File: config.mk
export PLATFORM = sky130hd
export DESIGN_NAME = seven_bit_frame_receiver
export DESIGN_NICKNAME = d
export VERILOG_FILES = /design/src/sbfr_pkg.sv /design/src/sbfr_decode.sv /design/src/sbfr_outbuf.sv /design/src/seven_bit_frame_receiver.sv
export VERILOG_INCLUDE_DIRS = /design/src /design/src/src
export SDC_FILE = /design/constraint.sdc
export NUM_CORES = 1
export LEC_CHECK = 0
export BUFFER_PORTS_ARGS = -buffer_cell sky130_fd_sc_hd__buf_2
export CORE_MARGIN = 2
export CORE_UTILIZATION = 35
export CTS_CLUSTER_SIZE = 28
export DETAILED_ROUTE_END_ITERATION = 10
export SETUP_SLACK_MARGIN = 0.15
export SYNTH_ARGS = -nofsm -noshare
export SYNTH_HDL_FRONTEND = slang
export SYNTH_SLANG_ARGS = --single-unit
File: constraint.sdc
create_clock -name clk -period 5.22 [get_ports clk]
set_input_delay 0.783 -clock clk [delete_from_list [all_inputs] [get_ports clk]]
set_output_delay 0.783 -clock clk [all_outputs]
set_load 0.01 [all_outputs]
File: src/seven_bit_frame_receiver_macros.svh
// ----------------------------------------------------------------------------
// seven_bit_frame_receiver_macros
// assertion macros shared by the receiver modules
// ----------------------------------------------------------------------------
`ifndef SEVEN_BIT_FRAME_RECEIVER_MACROS_SVH
`define SEVEN_BIT_FRAME_RECEIVER_MACROS_SVH

`ifndef ASSERT_OFF
// same-cycle implication, disabled while in reset
`define SBFR_ASSERT_IMP(lbl, clk, rstn, ante, cons, msg) \
    lbl: assert property (@(posedge clk) disable iff (!rstn) (ante) |-> (cons)) \
        else $error(msg);
// next-cycle implication, disabled while in reset
`define SBFR_ASSERT_NXT(lbl, clk, rstn, ante, cons, msg) \
    lbl: assert property (@(posedge clk) disable iff (!rstn) (ante) |=> (cons)) \
        else $error(msg);
`else
`define SBFR_ASSERT_IMP(lbl, clk, rstn, ante, cons, msg)
`define SBFR_ASSERT_NXT(lbl, clk, rstn, ante, cons, msg)
`endif

`endif

File: src/sbfr_pkg.sv
// ----------------------------------------------------------------------------
// sbfr_pkg
// types and constants of the seven-bit frame receiver
// ----------------------------------------------------------------------------
package sbfr_pkg;

    localparam int RESULT_CAP     = 4;   // most result items one input item can cause
    localparam int CNT_W          = 3;   // holds 0 .. RESULT_CAP
    localparam int WORD_BYTES_DEF = 4;

    typedef enum logic [1:0] {
        PH_HUNT  = 2'd0,
        PH_LEN   = 2'd1,
        PH_DATA  = 2'd2,
        PH_CHECK = 2'd3
    } phase_t;

    typedef struct packed {
        logic [7:0] out_byte;
        logic       byte_valid;
        logic       frame_end;
        logic       frame_ok;
    } res_t;

    // results caused by one input item, item[0] goes out first
    typedef struct packed {
        res_t [RESULT_CAP-1:0] item;
        logic [CNT_W-1:0]      cnt;
    } batch_t;

endpackage

File: src/sbfr_decode.sv
// ----------------------------------------------------------------------------
// sbfr_decode
// frame state machine, checksum and 7-to-8 bit repacking
// ----------------------------------------------------------------------------
module sbfr_decode
    import sbfr_pkg::*;
#(
    parameter int WORD_BYTES = WORD_BYTES_DEF
)
(
    input  logic       clk,
    input  logic       rst_n,
    input  logic       in_fire,
    input  logic [7:0] rx_byte,
    input  logic       pad_to_word,
    output batch_t     batch
);

`include "seven_bit_frame_receiver_macros.svh"

    localparam int EW = $clog2(WORD_BYTES + 1);
    localparam int MW = (EW + 1 > CNT_W) ? EW + 1 : CNT_W;

    phase_t        phase_reg, phase_next;
    logic [7:0]    left_reg, left_next;
    logic [7:0]    sum_reg, sum_next;
    logic [14:0]   acc_reg, acc_next;
    logic [2:0]    held_reg, held_next;
    logic          sign_reg, sign_next;
    logic [EW-1:0] emitted_reg, emitted_next;
    logic          saw_reg, saw_next;

    // payload path
    logic [7:0]  sum_add;
    logic [14:0] acc_ins;
    logic [3:0]  held_add;
    // checksum path
    logic [6:0]  expect_sum;
    logic        tail;
    logic [7:0]  fill;
    logic [7:0]  tail_byte;
    logic [MW-1:0] emit_t, rem, avail, npad, k;

    assign sum_add  = sum_reg + rx_byte;
    assign acc_ins  = acc_reg | ({8'd0, rx_byte[6:0]} << held_reg);
    assign held_add = {1'b0, held_reg} + 4'd7;

    assign expect_sum = 7'(8'd0 - sum_reg);
    assign tail       = (held_reg != 3'd0);
    assign fill       = (pad_to_word && sign_reg) ? 8'hFF : 8'h00;
    assign tail_byte  = acc_reg[7:0] | 8'(fill << held_reg);
    assign emit_t     = MW'(emitted_reg) + MW'(tail);
    assign rem        = (pad_to_word && emit_t < MW'(WORD_BYTES)) ?
                        MW'(WORD_BYTES) - emit_t : '0;
    assign avail      = MW'(RESULT_CAP) - MW'(tail);
    assign npad       = (rem < avail) ? rem : avail;
    assign k          = MW'(tail) + npad;

    // next state
    always_comb
    begin
        phase_next   = phase_reg;
        left_next    = left_reg;
        sum_next     = sum_reg;
        acc_next     = acc_reg;
        held_next    = held_reg;
        sign_next    = sign_reg;
        emitted_next = emitted_reg;
        saw_next     = saw_reg;
        if (in_fire)
        begin
            unique case (phase_reg)
                PH_HUNT:
                begin
                    if (rx_byte[7])
                    begin
                        sum_next   = rx_byte;
                        phase_next = PH_LEN;
                    end
                end
                PH_LEN:
                begin
                    sum_next     = sum_add;
                    left_next    = rx_byte;
                    acc_next     = '0;
                    held_next    = '0;
                    sign_next    = 1'b0;
                    emitted_next = '0;
                    saw_next     = 1'b0;
                    phase_next   = (rx_byte == 8'd0) ? PH_CHECK : PH_DATA;
                end
                PH_DATA:
                begin
                    sum_next  = sum_add;
                    saw_next  = 1'b1;
                    sign_next = rx_byte[6];
                    if (held_add[3])
                    begin
                        acc_next  = {8'd0, acc_ins[14:8]};
                        held_next = held_add[2:0];
                        if (emitted_reg < EW'(WORD_BYTES))
                            emitted_next = emitted_reg + 1'b1;
                    end
                    else
                    begin
                        acc_next  = acc_ins;
                        held_next = held_add[2:0];
                    end
                    left_next = left_reg - 8'd1;
                    if (left_reg == 8'd1)
                        phase_next = PH_CHECK;
                end
                PH_CHECK:
                begin
                    phase_next = PH_HUNT;
                    if (rx_byte == {1'b0, expect_sum} && saw_reg)
                        emitted_next = (emit_t + npad > MW'(WORD_BYTES)) ?
                                       EW'(WORD_BYTES) : EW'(emit_t + npad);
                end
                default: phase_next = PH_HUNT;
            endcase
        end
    end

    // result items
    always_comb
    begin
        batch = '0;
        unique case (phase_reg)
            PH_DATA:
            begin
                if (held_add[3])
                begin
                    batch.cnt                 = CNT_W'(1);
                    batch.item[0].out_byte    = acc_ins[7:0];
                    batch.item[0].byte_valid  = 1'b1;
                end
            end
            PH_CHECK:
            begin
                batch.cnt = CNT_W'(1);
                if (rx_byte != {1'b0, expect_sum})
                    batch.item[0].frame_end = 1'b1;
                else if (!saw_reg || k == '0)
                begin
                    batch.item[0].frame_end = 1'b1;
                    batch.item[0].frame_ok  = 1'b1;
                end
                else
                begin
                    batch.cnt = CNT_W'(k);
                    for (int i = 0; i < RESULT_CAP; i++)
                    begin
                        batch.item[i].out_byte   = (i == 0 && tail) ? tail_byte : fill;
                        batch.item[i].byte_valid = (MW'(i) < k);
                        batch.item[i].frame_end  = (MW'(i) == k - 1'b1);
                        batch.item[i].frame_ok   = (MW'(i) == k - 1'b1);
                    end
                end
            end
            default: batch = '0;
        endcase
    end

    always_ff @(posedge clk or negedge rst_n)
    begin
        if (!rst_n)
        begin
            phase_reg   <= PH_HUNT;
            left_reg    <= '0;
            sum_reg     <= '0;
            acc_reg     <= '0;
            held_reg    <= '0;
            sign_reg    <= 1'b0;
            emitted_reg <= '0;
            saw_reg     <= 1'b0;
        end
        else
        begin
            phase_reg   <= phase_next;
            left_reg    <= left_next;
            sum_reg     <= sum_next;
            acc_reg     <= acc_next;
            held_reg    <= held_next;
            sign_reg    <= sign_next;
            emitted_reg <= emitted_next;
            saw_reg     <= saw_next;
        end
    end

    // a data phase always has payload bytes still to come
    `SBFR_ASSERT_IMP(a_data_left, clk, rst_n, phase_reg == PH_DATA, left_reg != 8'd0,
        "data phase with no payload left")
    // only the checksum byte can cause more than one result
    `SBFR_ASSERT_IMP(a_multi_check, clk, rst_n, batch.cnt > CNT_W'(1),
        phase_reg == PH_CHECK, "several results outside checksum phase")

endmodule

File: src/sbfr_outbuf.sv
// ----------------------------------------------------------------------------
// sbfr_outbuf
// result register holding one batch, drained one item per cycle while m_tready is high
// ----------------------------------------------------------------------------
module sbfr_outbuf
    import sbfr_pkg::*;
(
    input  logic       clk,
    input  logic       rst_n,
    input  logic       load,
    input  batch_t     batch,
    output logic       can_load,
    output logic       m_tvalid,
    input  logic       m_tready,
    output res_t       head
);

`include "seven_bit_frame_receiver_macros.svh"

    res_t [RESULT_CAP-1:0] item_reg, item_next;
    logic [CNT_W-1:0]      cnt_reg, cnt_next;
    logic                  take;

    assign m_tvalid = (cnt_reg != '0);
    assign take     = m_tvalid && m_tready;
    assign can_load = (cnt_reg == '0) || (cnt_reg == CNT_W'(1) && m_tready);
    assign head     = item_reg[0];

    always_comb
    begin
        item_next = item_reg;
        cnt_next  = cnt_reg;
        if (load)
        begin
            item_next = batch.item;
            cnt_next  = batch.cnt;
        end
        else if (take)
        begin
            for (int i = 0; i < RESULT_CAP - 1; i++)
                item_next[i] = item_reg[i+1];
            cnt_next = cnt_reg - 1'b1;
        end
    end

    always_ff @(posedge clk or negedge rst_n)
    begin
        if (!rst_n)
            cnt_reg <= '0;
        else
            cnt_reg <= cnt_next;
    end

    always_ff @(posedge clk)
    begin
        item_reg <= item_next;
    end

    `SBFR_ASSERT_IMP(a_cnt_cap, clk, rst_n, 1'b1, cnt_reg <= CNT_W'(RESULT_CAP),
        "result count beyond capacity")
    // the frame's last item is always the last one held
    `SBFR_ASSERT_IMP(a_end_last, clk, rst_n, m_tvalid && item_reg[0].frame_end,
        cnt_reg == CNT_W'(1), "frame end item not last in buffer")
    `SBFR_ASSERT_NXT(a_load_shows, clk, rst_n, load && batch.cnt != '0,
        m_tvalid, "loaded results not presented")

endmodule

File: src/seven_bit_frame_receiver.sv
// ----------------------------------------------------------------------------
// seven_bit_frame_receiver
// deframer for 7-bit packed serial frames with checksum and word padding
// ----------------------------------------------------------------------------
// Takes one received byte per item. Frames are a start byte (bit 7 set), a
// length byte, that many 7-bit payload bytes and a checksum byte (negated
// 8-bit sum of start, length and payload, low 7 bits). Payload bits are
// repacked lsb first into 8-bit bytes that go out as soon as each is full.
// The checksum byte emits the tail byte and, with pad_to_word set, sign-filled
// padding up to WORD_BYTES bytes; an empty frame gives one status item and a
// checksum mismatch one error item (frame_ok low), after which already
// delivered bytes of that frame are to be discarded. Rate: one item per clock
// while each causes at most one result and the output is ready; a checksum
// byte causes up to four results, and the next item waits until the output
// buffer has drained down to its last entry and that entry is being taken.
// The first result of an item is presented in the cycle after it is taken.
module seven_bit_frame_receiver
    import sbfr_pkg::*;
#(
    parameter int WORD_BYTES = WORD_BYTES_DEF   // 1 .. 8
)
(
    input  logic        clk,
    input  logic        rst_n,
    // input items
    input  logic        s_tvalid,
    output logic        s_tready,
    input  logic [15:0] s_tdata,    // [7:0] rx_byte, [8] pad_to_word, rest zero
    // result items
    output logic        m_tvalid,
    input  logic        m_tready,
    output logic [7:0]  m_tdata,    // [7:0] out_byte
    output logic [1:0]  m_tuser,    // [0] byte_valid, [1] frame_ok
    output logic        m_tlast     // frame_end
);

    batch_t batch;
    res_t   head;
    logic   can_load;
    logic   in_fire;

    // an item is taken whenever the buffer is empty or empties this cycle
    assign s_tready = can_load;
    assign in_fire  = s_tvalid && s_tready;

    sbfr_decode #(
        .WORD_BYTES (WORD_BYTES)
    ) u_decode (
        .clk         (clk),
        .rst_n       (rst_n),
        .in_fire     (in_fire),
        .rx_byte     (s_tdata[7:0]),
        .pad_to_word (s_tdata[8]),
        .batch       (batch)
    );

    // results of one item are loaded together and shifted out in order
    sbfr_outbuf u_outbuf (
        .clk      (clk),
        .rst_n    (rst_n),
        .load     (in_fire),
        .batch    (batch),
        .can_load (can_load),
        .m_tvalid (m_tvalid),
        .m_tready (m_tready),
        .head     (head)
    );

    assign m_tdata = head.out_byte;
    assign m_tuser = {head.frame_ok, head.byte_valid};
    assign m_tlast = head.frame_end;

endmodule

==> results of run 1 <==
## timing repair
| action | in CTS | in global routing |
|---|---|---|
| resized for setup | 1 | 11 |
| buffers inserted | 0 | 2 |
| endpoints found under the setup margin | 9 | 21 |
| pin swaps | 0 | 3 |
## through the flow
stage	area [um2]	instances	utilization	hold slack, ns	setup slack, ns
floorplan	4690	533	-	0.451	0.181
global placement	4940	709	0.375	0.483	0.216
detailed placement	4940	709	0.375	0.491	0.141
CTS	5220	724	0.396	0.512	0.204
global route	5280	726	0.400	0.539	0.151
finish	5280	726	0.400	0.504	0.421
## metal layers
layer,GRT usage,routed length (um)
met5,0,0
met1,0.228,5340
met2,0.263,5380
met3,0.0375,586
met4,0.0669,223
## critical path, cell delays in order, from the launching register on
cell	delay, ns
dfrtp_1	0.39
inv_2	0.11
ha_2	0.24
nand2_4	0.06
ha_1	0.23
ha_1	0.21
and2_1	0.17
a21o_1	0.21
and2_1	0.18
nand2_1	0.08
inv_1	0.07
ha_1	0.24
or4_4	0.54
o21ai_4	0.20
nor2_1	0.07
a21o_1	0.21
ha_4	0.21
and2_1	0.14
a221o_1	0.32
a22oi_2	0.21
nand4_1	0.23
a31oi_1	0.30
## cell usage after synthesis (all sizes together), types with 7 or more instances
cell    number
nand3       16
ha          29
a21oi       50
o22ai        8
and2         7
nand2       52
inv         30
o31ai       12
edfxtp      20
a21o        12
nor2        40
nor3         7
nor2b        8
buf         16
o21ai       42
dfrtp       42
clkbuf      19
mux2i       16
mux2         9
a31oi        7
## cell type report
type | count | area (um2) | area share
tap | 176 | 220 | 0.0417
clock inverter | 4 | 48.8 | 0.00924
inverter | 31 | 116 | 0.0220
multi-input combinational | 405 | 2800 | 0.529
clock buffer | 11 | 233 | 0.0441
timing repair buffer | 37 | 215 | 0.0408
sequential | 62 | 1650 | 0.313
## final timing paths
path                            cells after the start              endpoint
worst max-delay path                               21      u_outbuf.head[2]
worst min-delay path                                1  u_decode.acc_reg[12]
worst max register to register                     21      u_outbuf.head[2]
worst min register to register                      1  u_decode.acc_reg[12]
max in group asynchronous                           1   u_decode.sum_reg[6]
min in group asynchronous                           1  u_decode.left_reg[4]
## logic make-up (layout without fill, tap and decap cells)
family | Yosys count | count (layout)
mux | 25 | 25
compound gates | 167 | 167
buf+inv | 66 | 83
xor+xnor | 14 | 14
fa+ha+maj | 31 | 31
flops | 62 | 62
simple gates | 168 | 168
==> impl_results.md, run 1 <==
* Outcome: complete, no violations
* Largest area contributor in the netlist: dfrtp_1
* CTS Buffer Depth at 2
* PortBufs at 25
* Post-synthesis compound-gate area fraction at 0.233
* Commonest cells after routing, fill and taps aside: 51 x nand2_1, 50 x a21oi_1, 42 x dfrtp_1
* Critical path class: reg -> reg
* Min-delay src: u_decode.acc_reg[12]
* IO Pins at 33
* GR Overflow Total at 0
* Row count at 42
* Fin crit period at 4.80 ns
* Area of the core at 13200 um2
* CTS tree: done
* Die area at 14300 um2
* Max H-tree Level at 3
* CTS Root Cell: clkbuf_16
* Synth Register Bits at 62
* Post-Synth Simple-Gate Area at 0.178
* Synth Area in Adders at 0.0859
* CTS clk-pin slew, worst paths at 0.06 ns
* Share of the yosys chip area belonging to registers at 0.352
* Element type at the critical path end: flop
* Relative max-transition margin at 0.303
* Arrival time worst endpoint at 4.96 ns
* Critical Path Fanout Max at 9
* Syn Area/Cell at 8.80 um2
* Antenna viol nets, final at 0
* Synthesized area at 4690 um2
* Die Y at 120 um
* Max-cap violations at 0
* CP startpoint: u_decode.held_reg[0]
* Main area contributors after synthesis: dfrtp_1 22%, edfxtp_1 13%, ha_1 7.7%
* Number of diodes at 0
* Cell variety after synth at 70
* Initial antenna violation count at 0
* Cts hold-fix bufs at 0
* Setup_tns at 0 ns
* Drc violations at 0
* Worst reg-to-reg setup slack at 0.42 ns
* Total CTS buffers at 9
* First-pass GRT wire length at 19.4 mm
* Number of flops mapped to enable cells by yosys at 20
* DR pass1 iterations at 5
* Final nets at 597
* Fmax at 208 MHz
* Final period util at 0.919
* DP HPWL at 8.23 mm
* CTS sink cnt at 62
* Clock Latency Late Sink at 0.34 ns
* Endpoints failing hold at 0
* Endpoints failing setup at 0
* Commonest non-fill, non-tap cell in the layout: nand2_1
* Syn nets at 584
* FILL cells at 1318
* Worst-Margin Slew at 1.04 ns
* Worst r2r src: u_decode.held_reg[0]
* DR vias at 4002
* CP Launch Type: flop
* Total wire length at 11.5 mm
* Layout cell share with drive strength beyond 1 at 0.145
* Area share of the largest cell type after synthesis at 0.224
* Async S/R FF share, synth at 0.677
* Largest net degree at the start of global routing at 43
* GPL Wtd Cong at 0.830
* Req. time, crit path at 5.38 ns
* Post-synthesis xor/xnor area fraction at 0.0320
* Synth Flop Type: dfrtp_1
* Avg WL per Cell at 15.9 um
* Yosys warns at 0
* Via density at 5.51
* Initial DRC count at 274
* Starting density of the core at 0.356
* Total GRT Usage at 0.169
* Largest family of logic cells by synthesized area: compound AO/OA/AOI/OAI gates
* Number of global-route vias before repair at 3830
* Unrepaired setup endpoints after global routing: false
* Max FFs per register at 14
* Die width at 120 um
* Worst hold path class: reg -> reg
* Post-synthesis mux area share at 0.0573
* Synth-to-Final Area Change at 12.6%
* Cells after Synth at 533
* Slew Viols, Final at 0
* Clk_skew at 0.00702 ns
Power of run 1 is left out: the tool's default activity adds up to more than one toggle a clock period on the data nets, which glitch-free logic cannot reach.
==> run 2, diff against run 1 <==
--- a/config.mk
+++ b/config.mk
@@ -14,4 +14,5 @@
 export SETUP_SLACK_MARGIN = 0.15
 export SYNTH_ARGS = -nofsm -noshare
 export SYNTH_HDL_FRONTEND = slang
+export SYNTH_HIERARCHICAL = 1
 export SYNTH_SLANG_ARGS = --single-unit
==> run 2 against run 1 <==
Against the previous run: core utilization down 2.3 points; count of clock-buffer cells in the layout down 2; clock skew is 0.0011 ns higher; sequential share of layout area rose by 7.1 points; area after synthesis grew 24%; synthesized cell count increased by 7.7%; via count shrank 0.17%; sequential cell count grew 24; design area up 17%; wire length is 4.0% higher.
==> impl_results.md, run 2 <==
* Synth Register Bits at 86 (+39%)
* DP Area at 5870 um2 (+19%)
* Cells after Synth at 574 (+7.7%)
* Max FFs per register at 33 (+19)
* Endpoints failing setup at 0 (unchanged)
* DP HPWL at 8.19 mm (-0.52%)
* Avg WL per Cell at 15.3 um (-3.9%)
* Max-cap violations at 0 (unchanged)
* Area share of the largest cell type after synthesis at 0.227 (+0.00328)
* GPL Wtd Cong at 0.824 (-0.77%)
* Fin crit period at 4.75 ns (-0.0473 ns)
* First-pass GRT wire length at 20.2 mm (+3.8%)
* Clk pwr share at 0.137
* Arrival time worst endpoint at 4.85 ns (-0.11 ns)
* Min-delay src: u_decode/sign_reg
* Total GRT Usage at 0.142 (-0.0271)
* IO Pins at 33 (unchanged)
* Worst-Margin Slew at 1.02 ns (-0.0276 ns)
* Synth-to-Final Area Change at 6.42%
* Row count at 47 (+12%)
* Flop pwr share at 0.283
* Die width at 133 um (+11%)
* Layout cell share with drive strength beyond 1 at 0.200 (+0.0542)
* Initial antenna violation count at 0 (unchanged)
* Cell variety after synth at 58 (-17%)
* Cts hold-fix bufs at 0 (unchanged)
* R2r worst-path depth at 21 (unchanged)
* Endpoints failing hold at 0 (unchanged)
* Internal at 2.49 mW
* Max VDD drop at 0.000334 V
* Die Y at 133 um (+11%)
* CTS clk-pin slew, worst paths at 0.06 ns (about the same)
* Worst r2r dst: u_outbuf/item_reg[31]
* Dpl ws at 0.231 ns (+0.0900 ns)
* Yosys warns at 6 (+6)
* Worst r2r src: u_decode/held_reg[0]
* Largest area contributor in the netlist: edfxtp_1
* Area of the core at 16400 um2 (+24%)
* Initial DRC count at 264 (-3.6%)
* DR pass1 iterations at 4 (-1)
* Main area contributors after synthesis: edfxtp_1 23%, dfrtp_1 18%, mux2_4 8.3%
* WHS Path Cells at 2 (+1)
* Total CTS buffers at 9 (unchanged)
* CTS tree: done
* Syn Area/Cell at 10.1 um2 (+15%)
* Total wire length at 12.0 mm (+4.0%)
* Worst reg-to-reg setup slack at 0.47 ns (+0.05 ns)
* Starting density of the core at 0.354 (-0.00140)
* FILL cells at 1591 (+21%)
* Clock Latency Late Sink at 0.34 ns (about the same)
* Req. time, crit path at 5.31 ns (-0.07 ns)
* Synth Flop Type: edfxtp_1
* Async S/R FF share, synth at 0.488 (-0.189)
* PortBufs at 25 (unchanged)
* Share of the yosys chip area belonging to registers at 0.408 (+0.0561)
* Syn nets at 625 (+7.0%)
* Relative max-transition margin at 0.322 (+0.0184)
* Antenna viol nets, final at 0 (unchanged)
* LEAKAGE at 2.62 nW
* Clk_skew at 0.00814 ns (+0.00112 ns)
* CTS sink cnt at 86 (+39%)
* Most frequent cells after synthesis: 51 x nand2_1, 44 x edfxtp_1, 43 x nor2_1
* Largest net degree at the start of global routing at 48 (+12%)
* Drc violations at 0 (unchanged)
* Max H-tree Level at 3 (unchanged)
* Sw frac at 0.446
* Fmax at 210 MHz (+1.0%)
* Multi-input logic area at 2940 um2 (+5.1%)
* Commonest non-fill, non-tap cell in the layout: nand2_1
* Comb power frac at 0.580
* Storage cell area at 2370 um2 (+44%)
* Most used cell, CP: ha_1
* Critical Path Fanout Max at 24 (+15)
* Slowest cell on the critical path: or2_2
* Critical path class: reg -> reg
* Commonest cells after routing, fill and taps aside: 51 x nand2_1, 44 x edfxtp_1, 42 x nor2_1, 42 x dfrtp_1, 40 x o21ai_0
* Outcome: complete, no violations
* Synthesized area at 5810 um2 (+24%)
* Unrepaired setup endpoints after global routing: false
* Via density at 5.08 (-7.8%)
* Slowest stage delay, CP at 0.39 ns (-0.15 ns)
* Min-Delay Endpoint: u_decode/sign_reg
* Number of flops mapped to enable cells by yosys at 44 (+120%)
* Setup_tns at 0 ns (unchanged)
* Final nets at 612 (+2.5%)
* CTS Buffer Depth at 2 (unchanged)
* Number of diodes at 0 (unchanged)
* PwrDens at 727 nW/um2
* DR vias at 3995 (-0.17%)
* Number of global-route vias before repair at 4064 (+6.1%)
* CP Launch Type: flop
* NetSw at 2.00 mW
* Final period util at 0.910 (-0.00906)
* GR Overflow Total at 0 (unchanged)
* Fin area at 6180 um2 (+17%)
* Bufs and invs on worst path at 3 (+1)
* Utilization after layout at 0.377 (-0.0233)
* Slew Viols, Final at 0 (unchanged)
* Cell Chain, Critical Path: inv_1 > ha_2 > nor2b_1 > inv_2 > ha_1 > xnor2_2 > ha_1 > nand2_1 > a21oi_2 > ha_1 > o21a_1 > nor2_1 > a21o_1 > a21oi_1 > ha_1 > ha_1 > or2_2 > o21ai_4 > nor2_2 > buf_4 > mux2_4
* Count leader, synth: nand2_1
* Element type at the critical path end: flop
* CTS Root Cell: clkbuf_16
* Final setup margin at 0.468 ns (+0.0473 ns)
* Worst hold path class: reg -> reg
* Die area at 17700 um2 (+23%)
* Family with the most delay on the worst path: adder cells
[run 2: changes by cell type after synthesis, sizes merged, moves of 5 or more]
cell    previous run  this run
a21oi             50        40
a31oi              7         2
buf               16        44
edfxtp            20        44
mux2               9        39
o21a               0         5
o31ai             12         6
[run 2: power groups by stage]
stage          sequential (mW)  clock, mW  combinational (mW)
2_1_floorplan             1.24          0                2.10
3_3_place_gp              1.27          0                2.44
3_5_place_dp              1.28          0                2.52
4_1_cts                   1.27      0.636                2.53
5_1_grt                   1.31      0.668                2.91
6_report                  1.27      0.616                2.61
[run 2: timing repair]
| item | 4_1_cts | 5_1_grt |
|---|---|---|
| endpoints found under the setup margin | 0 | 33 |
| hold endpoints to repair | 0 | 0 |
| buffers inserted | 0 | 1 |
| gates resized for setup | 0 | 7 |
[run 2: metrics by stage]
step                      instances  hold slack [ns]  power (mW)
after floorplan                 574            0.449        3.33
final                           786            0.481        4.50
after detailed placement        769            0.471        3.80
after global placement          769            0.468        3.70
after global routing            786            0.516        4.89
after CTS                       785            0.486        4.44
[run 2: worst reg2reg max path: stages, from the launching register on]
cell,delay (ns)
dfrtp_1,0.38
inv_1,0.11
ha_2,0.23
nor2b_1,0.21
inv_2,0.12
ha_1,0.24
xnor2_2,0.18
ha_1,0.30
nand2_1,0.06
a21oi_2,0.16
ha_1,0.26
o21a_1,0.18
nor2_1,0.12
a21o_1,0.14
a21oi_1,0.10
ha_1,0.21
ha_1,0.36
or2_2,0.39
o21ai_4,0.22
nor2_2,0.05
buf_4,0.22
mux2_4,0.28
[run 2: how the worst max path moves through the flow]
| stage | from | endpoint | depth (start not counted) |
|---|---|---|---|
| 2_1_floorplan | u_decode/held_reg[0] | u_outbuf/item_reg[29] | 23 |
| 3_3_place_gp | u_decode/held_reg[0] | u_outbuf/item_reg[29] | 21 |
| 3_5_place_dp | u_decode/held_reg[0] | u_outbuf/item_reg[29] | 21 |
| 4_1_cts | u_decode/held_reg[0] | u_outbuf/item_reg[29] | 21 |
| 5_1_grt | u_decode/held_reg[0] | u_outbuf/item_reg[29] | 21 |
| 6_report | u_decode/held_reg[0] | u_outbuf/item_reg[31] | 21 |
[run 2: cell type report]
cell class | count | share of cell area
inverters | 32 | 0.0194
flip-flops and latches | 86 | 0.384
repair buffers | 35 | 0.0324
well taps | 220 | 0.0445
clock inverters | 7 | 0.00890
multi-input cells | 397 | 0.475
clock buffers | 9 | 0.0364
[run 2: logic make-up (layout without fill, tap and decap cells)]
kind of cell,Yosys count,count (layout),share of synthesized area
AOI/OAI and AO/OA,145,145,0.153
xor gates and xnor gates,17,17,0.0256
adders and majority gates,31,31,0.0693
buffers and inverters,91,83,0.0937
DFF,86,86,0.408
muxes,55,55,0.126
and+or+nand+nor,149,149,0.124
[run 2: metal layers]
metal,GRT usage,vias up,part of all wire
li1,-,1992,-
met1,0.184,1902,0.46
met2,0.234,90,0.49
met3,0.0287,11,0.040
met4,0.0514,0,0.013
met5,0,-,0
No activity file was read; power rests on OpenSTA's default activity.
==> run 3, diff against run 2 <==
--- a/config.mk
+++ b/config.mk
@@ -7,10 +7,12 @@
 export NUM_CORES = 1
 export LEC_CHECK = 0
 export BUFFER_PORTS_ARGS = -buffer_cell sky130_fd_sc_hd__buf_2
+export CORE_ASPECT_RATIO = 0.6
 export CORE_MARGIN = 2
 export CORE_UTILIZATION = 35
 export CTS_CLUSTER_SIZE = 28
 export DETAILED_ROUTE_END_ITERATION = 10
+export PLACE_DENSITY_LB_ADDON = 0.05
 export SETUP_SLACK_MARGIN = 0.15
 export SYNTH_ARGS = -nofsm -noshare
 export SYNTH_HDL_FRONTEND = slang
==> run 3 against run 2 <==
Against the previous run: clock skew down 0.0024 ns; core utilization up 0.69 points; combinational power up 3%; count of clock-buffer cells in the layout unchanged; sequential cell count unchanged; critical path depth unchanged; global-route usage up 1.6 points; sequential power about the same; register-to-register slack about the same; die area up 0.19%; cell count up 1.7%; largest cell class unchanged; highest routed layer unchanged.
==> impl_results.md, run 3 (synthesized netlist as in run 2, its figures left out) <==
* GR Overflow Total at 0 (unchanged)
* Slowest stage delay, CP at 0.39 ns (about the same)
* Comb power frac at 0.587 (+0.007)
* Initial DRC count at 239 (-9.5%)
* Sw frac at 0.445 (about the same)
* Die Y at 104 um (-22%)
* PwrDens at 737 nW/um2 (+1.4%)
* Endpoints failing setup at 0 (unchanged)
* Area of the core at 16300 um2 (-0.89%)
* Req. time, crit path at 5.31 ns (about the same)
* Via density at 5.04 (-0.79%)
* Avg WL per Cell at 16.4 um (+7.3%)
* Clock Latency Late Sink at 0.34 ns (about the same)
* Commonest cells after routing, fill and taps aside: 51 x nand2_1, 44 x edfxtp_1, 42 x nor2_1, 42 x dfrtp_1, 40 x o21ai_0
* CTS Root Cell: clkbuf_16
* Grt peak-use layer: met1
* Synth-to-Final Area Change at 7.41%
* Flop pwr share at 0.276 (-0.007)
* GR Layer Usage met3 at 0.0313 (+0.00260)
* Max FFs per register at 33 (unchanged)
* Critical path depth in cells at 21 (unchanged)
* Arrival time worst endpoint at 4.84 ns (about the same)
* Placed Cells at 782 (+1.7%)
* Final Total Pwr at 4.60 mW (+2.3%)
* Fmax at 211 MHz (about the same)
* DR vias at 4029 (+0.85%)
* Number of diodes at 0 (unchanged)
* Element type at the critical path end: flop
* Total wire length at 13.1 mm (+9.1%)
* Clk_skew at 0.00570 ns (-0.00244 ns)
* Max H-tree Level at 3 (unchanged)
* FILL cells at 1607 (+1.0%)
* CTS sink cnt at 86 (unchanged)
* R2r worst-path depth at 21 (unchanged)
* Max VDD drop at 0.000383 V (+15%)
* First-pass GRT wire length at 21.6 mm (+7.3%)
* GPL Wtd Cong at 0.795 (-3.4%)
* Die width at 170 um (+28%)
* Most used cell, CP: ha_1
* Family with the most delay on the worst path: adder cells
* Internal at 2.55 mW (+2.4%)
* Max-cap violations at 0 (unchanged)
* Fin cells at 799 (+1.7%)
* GR Util met2 at 0.215 (-0.0189)
* Drc violations at 0 (unchanged)
* NetSw at 2.05 mW (+2.3%)
* Bufs and invs on worst path at 3 (unchanged)
* Setup_tns at 0 ns (unchanged)
* Fin crit period at 4.75 ns (-0.00248 ns)
* Unrepaired setup endpoints after global routing: false
* Die area at 17700 um2 (+0.19%)
* LEAKAGE at 2.64 nW (+1.0%)
* Initial antenna violation count at 0 (unchanged)
* Layout cell share with drive strength beyond 1 at 0.207 (+0.00701)
* Final period util at 0.910 (about the same)
* Clk pwr share at 0.138 (about the same)
* Outcome: complete, no violations
* Final nets at 617 (+0.82%)
* Number of global-route vias before repair at 3898 (-4.1%)
* Met1 Track Usage GR at 0.252 (+0.0682)
* Slew Viols, Final at 0 (unchanged)
* Total GRT Usage at 0.158 (+0.0162)
* Critical Path Fanout Max at 7 (-71%)
* IO Pins at 33 (unchanged)
* Worst hold path class: reg -> reg
* CTS tree: done
* Critical path class: reg -> reg
* CTS Buffer Depth at 2 (unchanged)
* Slowest cell on the critical path: or2_2
* DP HPWL at 9.30 mm (+14%)
* Relative max-transition margin at 0.273 (-0.0490)
* Row count at 36 (-23%)
* CP Launch Type: flop
* Largest net degree at the start of global routing at 55 (+15%)
* CTS clk-pin slew, worst paths at 0.07 ns (about the same)
* Endpoints failing hold at 0 (unchanged)
* PortBufs at 25 (unchanged)
* WHS Path Cells at 2 (unchanged)
* Utilization after layout at 0.384 (+0.00693)
* Antenna viol nets, final at 0 (unchanged)
* Total CTS buffers at 9 (unchanged)
* Commonest non-fill, non-tap cell in the layout: nand2_1
* DR pass1 iterations at 5 (+1)
* Cell Chain, Critical Path: inv_1 > ha_2 > nor2b_2 > inv_1 > ha_1 > xnor2_2 > ha_1 > nand2_1 > a21oi_2 > ha_1 > o21a_1 > nor2_1 > a21o_1 > a21oi_2 > ha_1 > ha_1 > or2_2 > o21ai_2 > buf_4 > o21ai_0 > mux2_4
* Worst-Margin Slew at 1.09 ns (+0.0735 ns)
* Hold slack final at 0.493 ns (+0.0115 ns)
* Starting density of the core at 0.357 (+0.00319)
[run 3: changes by cell type in the layout (fill, tap and decap cells not counted), sizes merged]
| cell | before | now |
|---|---|---|
| buf | 35 | 40 |
| clkinvlp | 2 | 3 |
| clkinv | 3 | 2 |
[run 3: metal layers]
layer | routed length [um] | vias up
li1 | - | 1998
met5 | 0 | -
met4 | 117 | 0
met2 | 5300 | 78
met1 | 7140 | 1943
met3 | 526 | 10
[run 3: cell type report]
cell class / count / area, um2 / area share
inverter: 32 / 120 / 0.0192
clock inverter: 7 / 65.1 / 0.0104
multi-input combinational: 397 / 2940 / 0.470
timing repair buffer: 40 / 238 / 0.0381
tap: 228 / 285 / 0.0457
sequential: 86 / 2370 / 0.380
clock buffer: 9 / 225 / 0.0361
[run 3: final timing paths]
check | start | to | slack, ns
worst min-delay path | u_decode/acc_reg[9] | u_decode/acc_reg[9] | 0.49
worst min register to register | u_decode/acc_reg[9] | u_decode/acc_reg[9] | 0.49
worst max-delay path | u_decode/held_reg[0] | u_outbuf/head[10] | 0.47
worst max register to register | u_decode/held_reg[0] | u_outbuf/head[10] | 0.47
min in group asynchronous | rst_n | u_decode/sum_reg[3] | 0.65
max in group asynchronous | rst_n | u_decode/acc_reg[5] | 3.91
[run 3: worst reg2reg max path, stage by stage, from the launching register on]
cell and delay, ns:
dfrtp_1 0.37, inv_1 0.11, ha_2 0.24, nor2b_2 0.20
inv_1 0.11, ha_1 0.24, xnor2_2 0.15, ha_1 0.28
nand2_1 0.06, a21oi_2 0.17, ha_1 0.26, o21a_1 0.18
nor2_1 0.13, a21o_1 0.18, a21oi_2 0.09, ha_1 0.22
ha_1 0.37, or2_2 0.39, o21ai_2 0.23, buf_4 0.15
o21ai_0 0.11, mux2_4 0.27
[run 3: stage by stage]
stage | worst slack, ns | instance area, um2
after floorplan | 0.158 | 5820
after global routing | 0.150 | 6240
final | 0.470 | 6240
after detailed placement | 0.102 | 5910
after global placement | 0.235 | 5910
after CTS | 0.142 | 6210
[run 3: what timing repair did]
item	4_1_cts	5_1_grt
cloned	0	0
hold buffers	0	0
gates resized for setup	1	6
endpoints found under the setup margin	16	35
setup buffers	0	1
[run 3: power by group through the flow]
stage | Combinational [mW] | Clock [mW] | Sequential (mW)
final | 2.70 | 0.633 | 1.27
after global routing | 3.05 | 0.690 | 1.31
after CTS | 2.65 | 0.660 | 1.27
after detailed placement | 2.64 | 0 | 1.28
after global placement | 2.60 | 0 | 1.28
after floorplan | 2.10 | 0 | 1.24
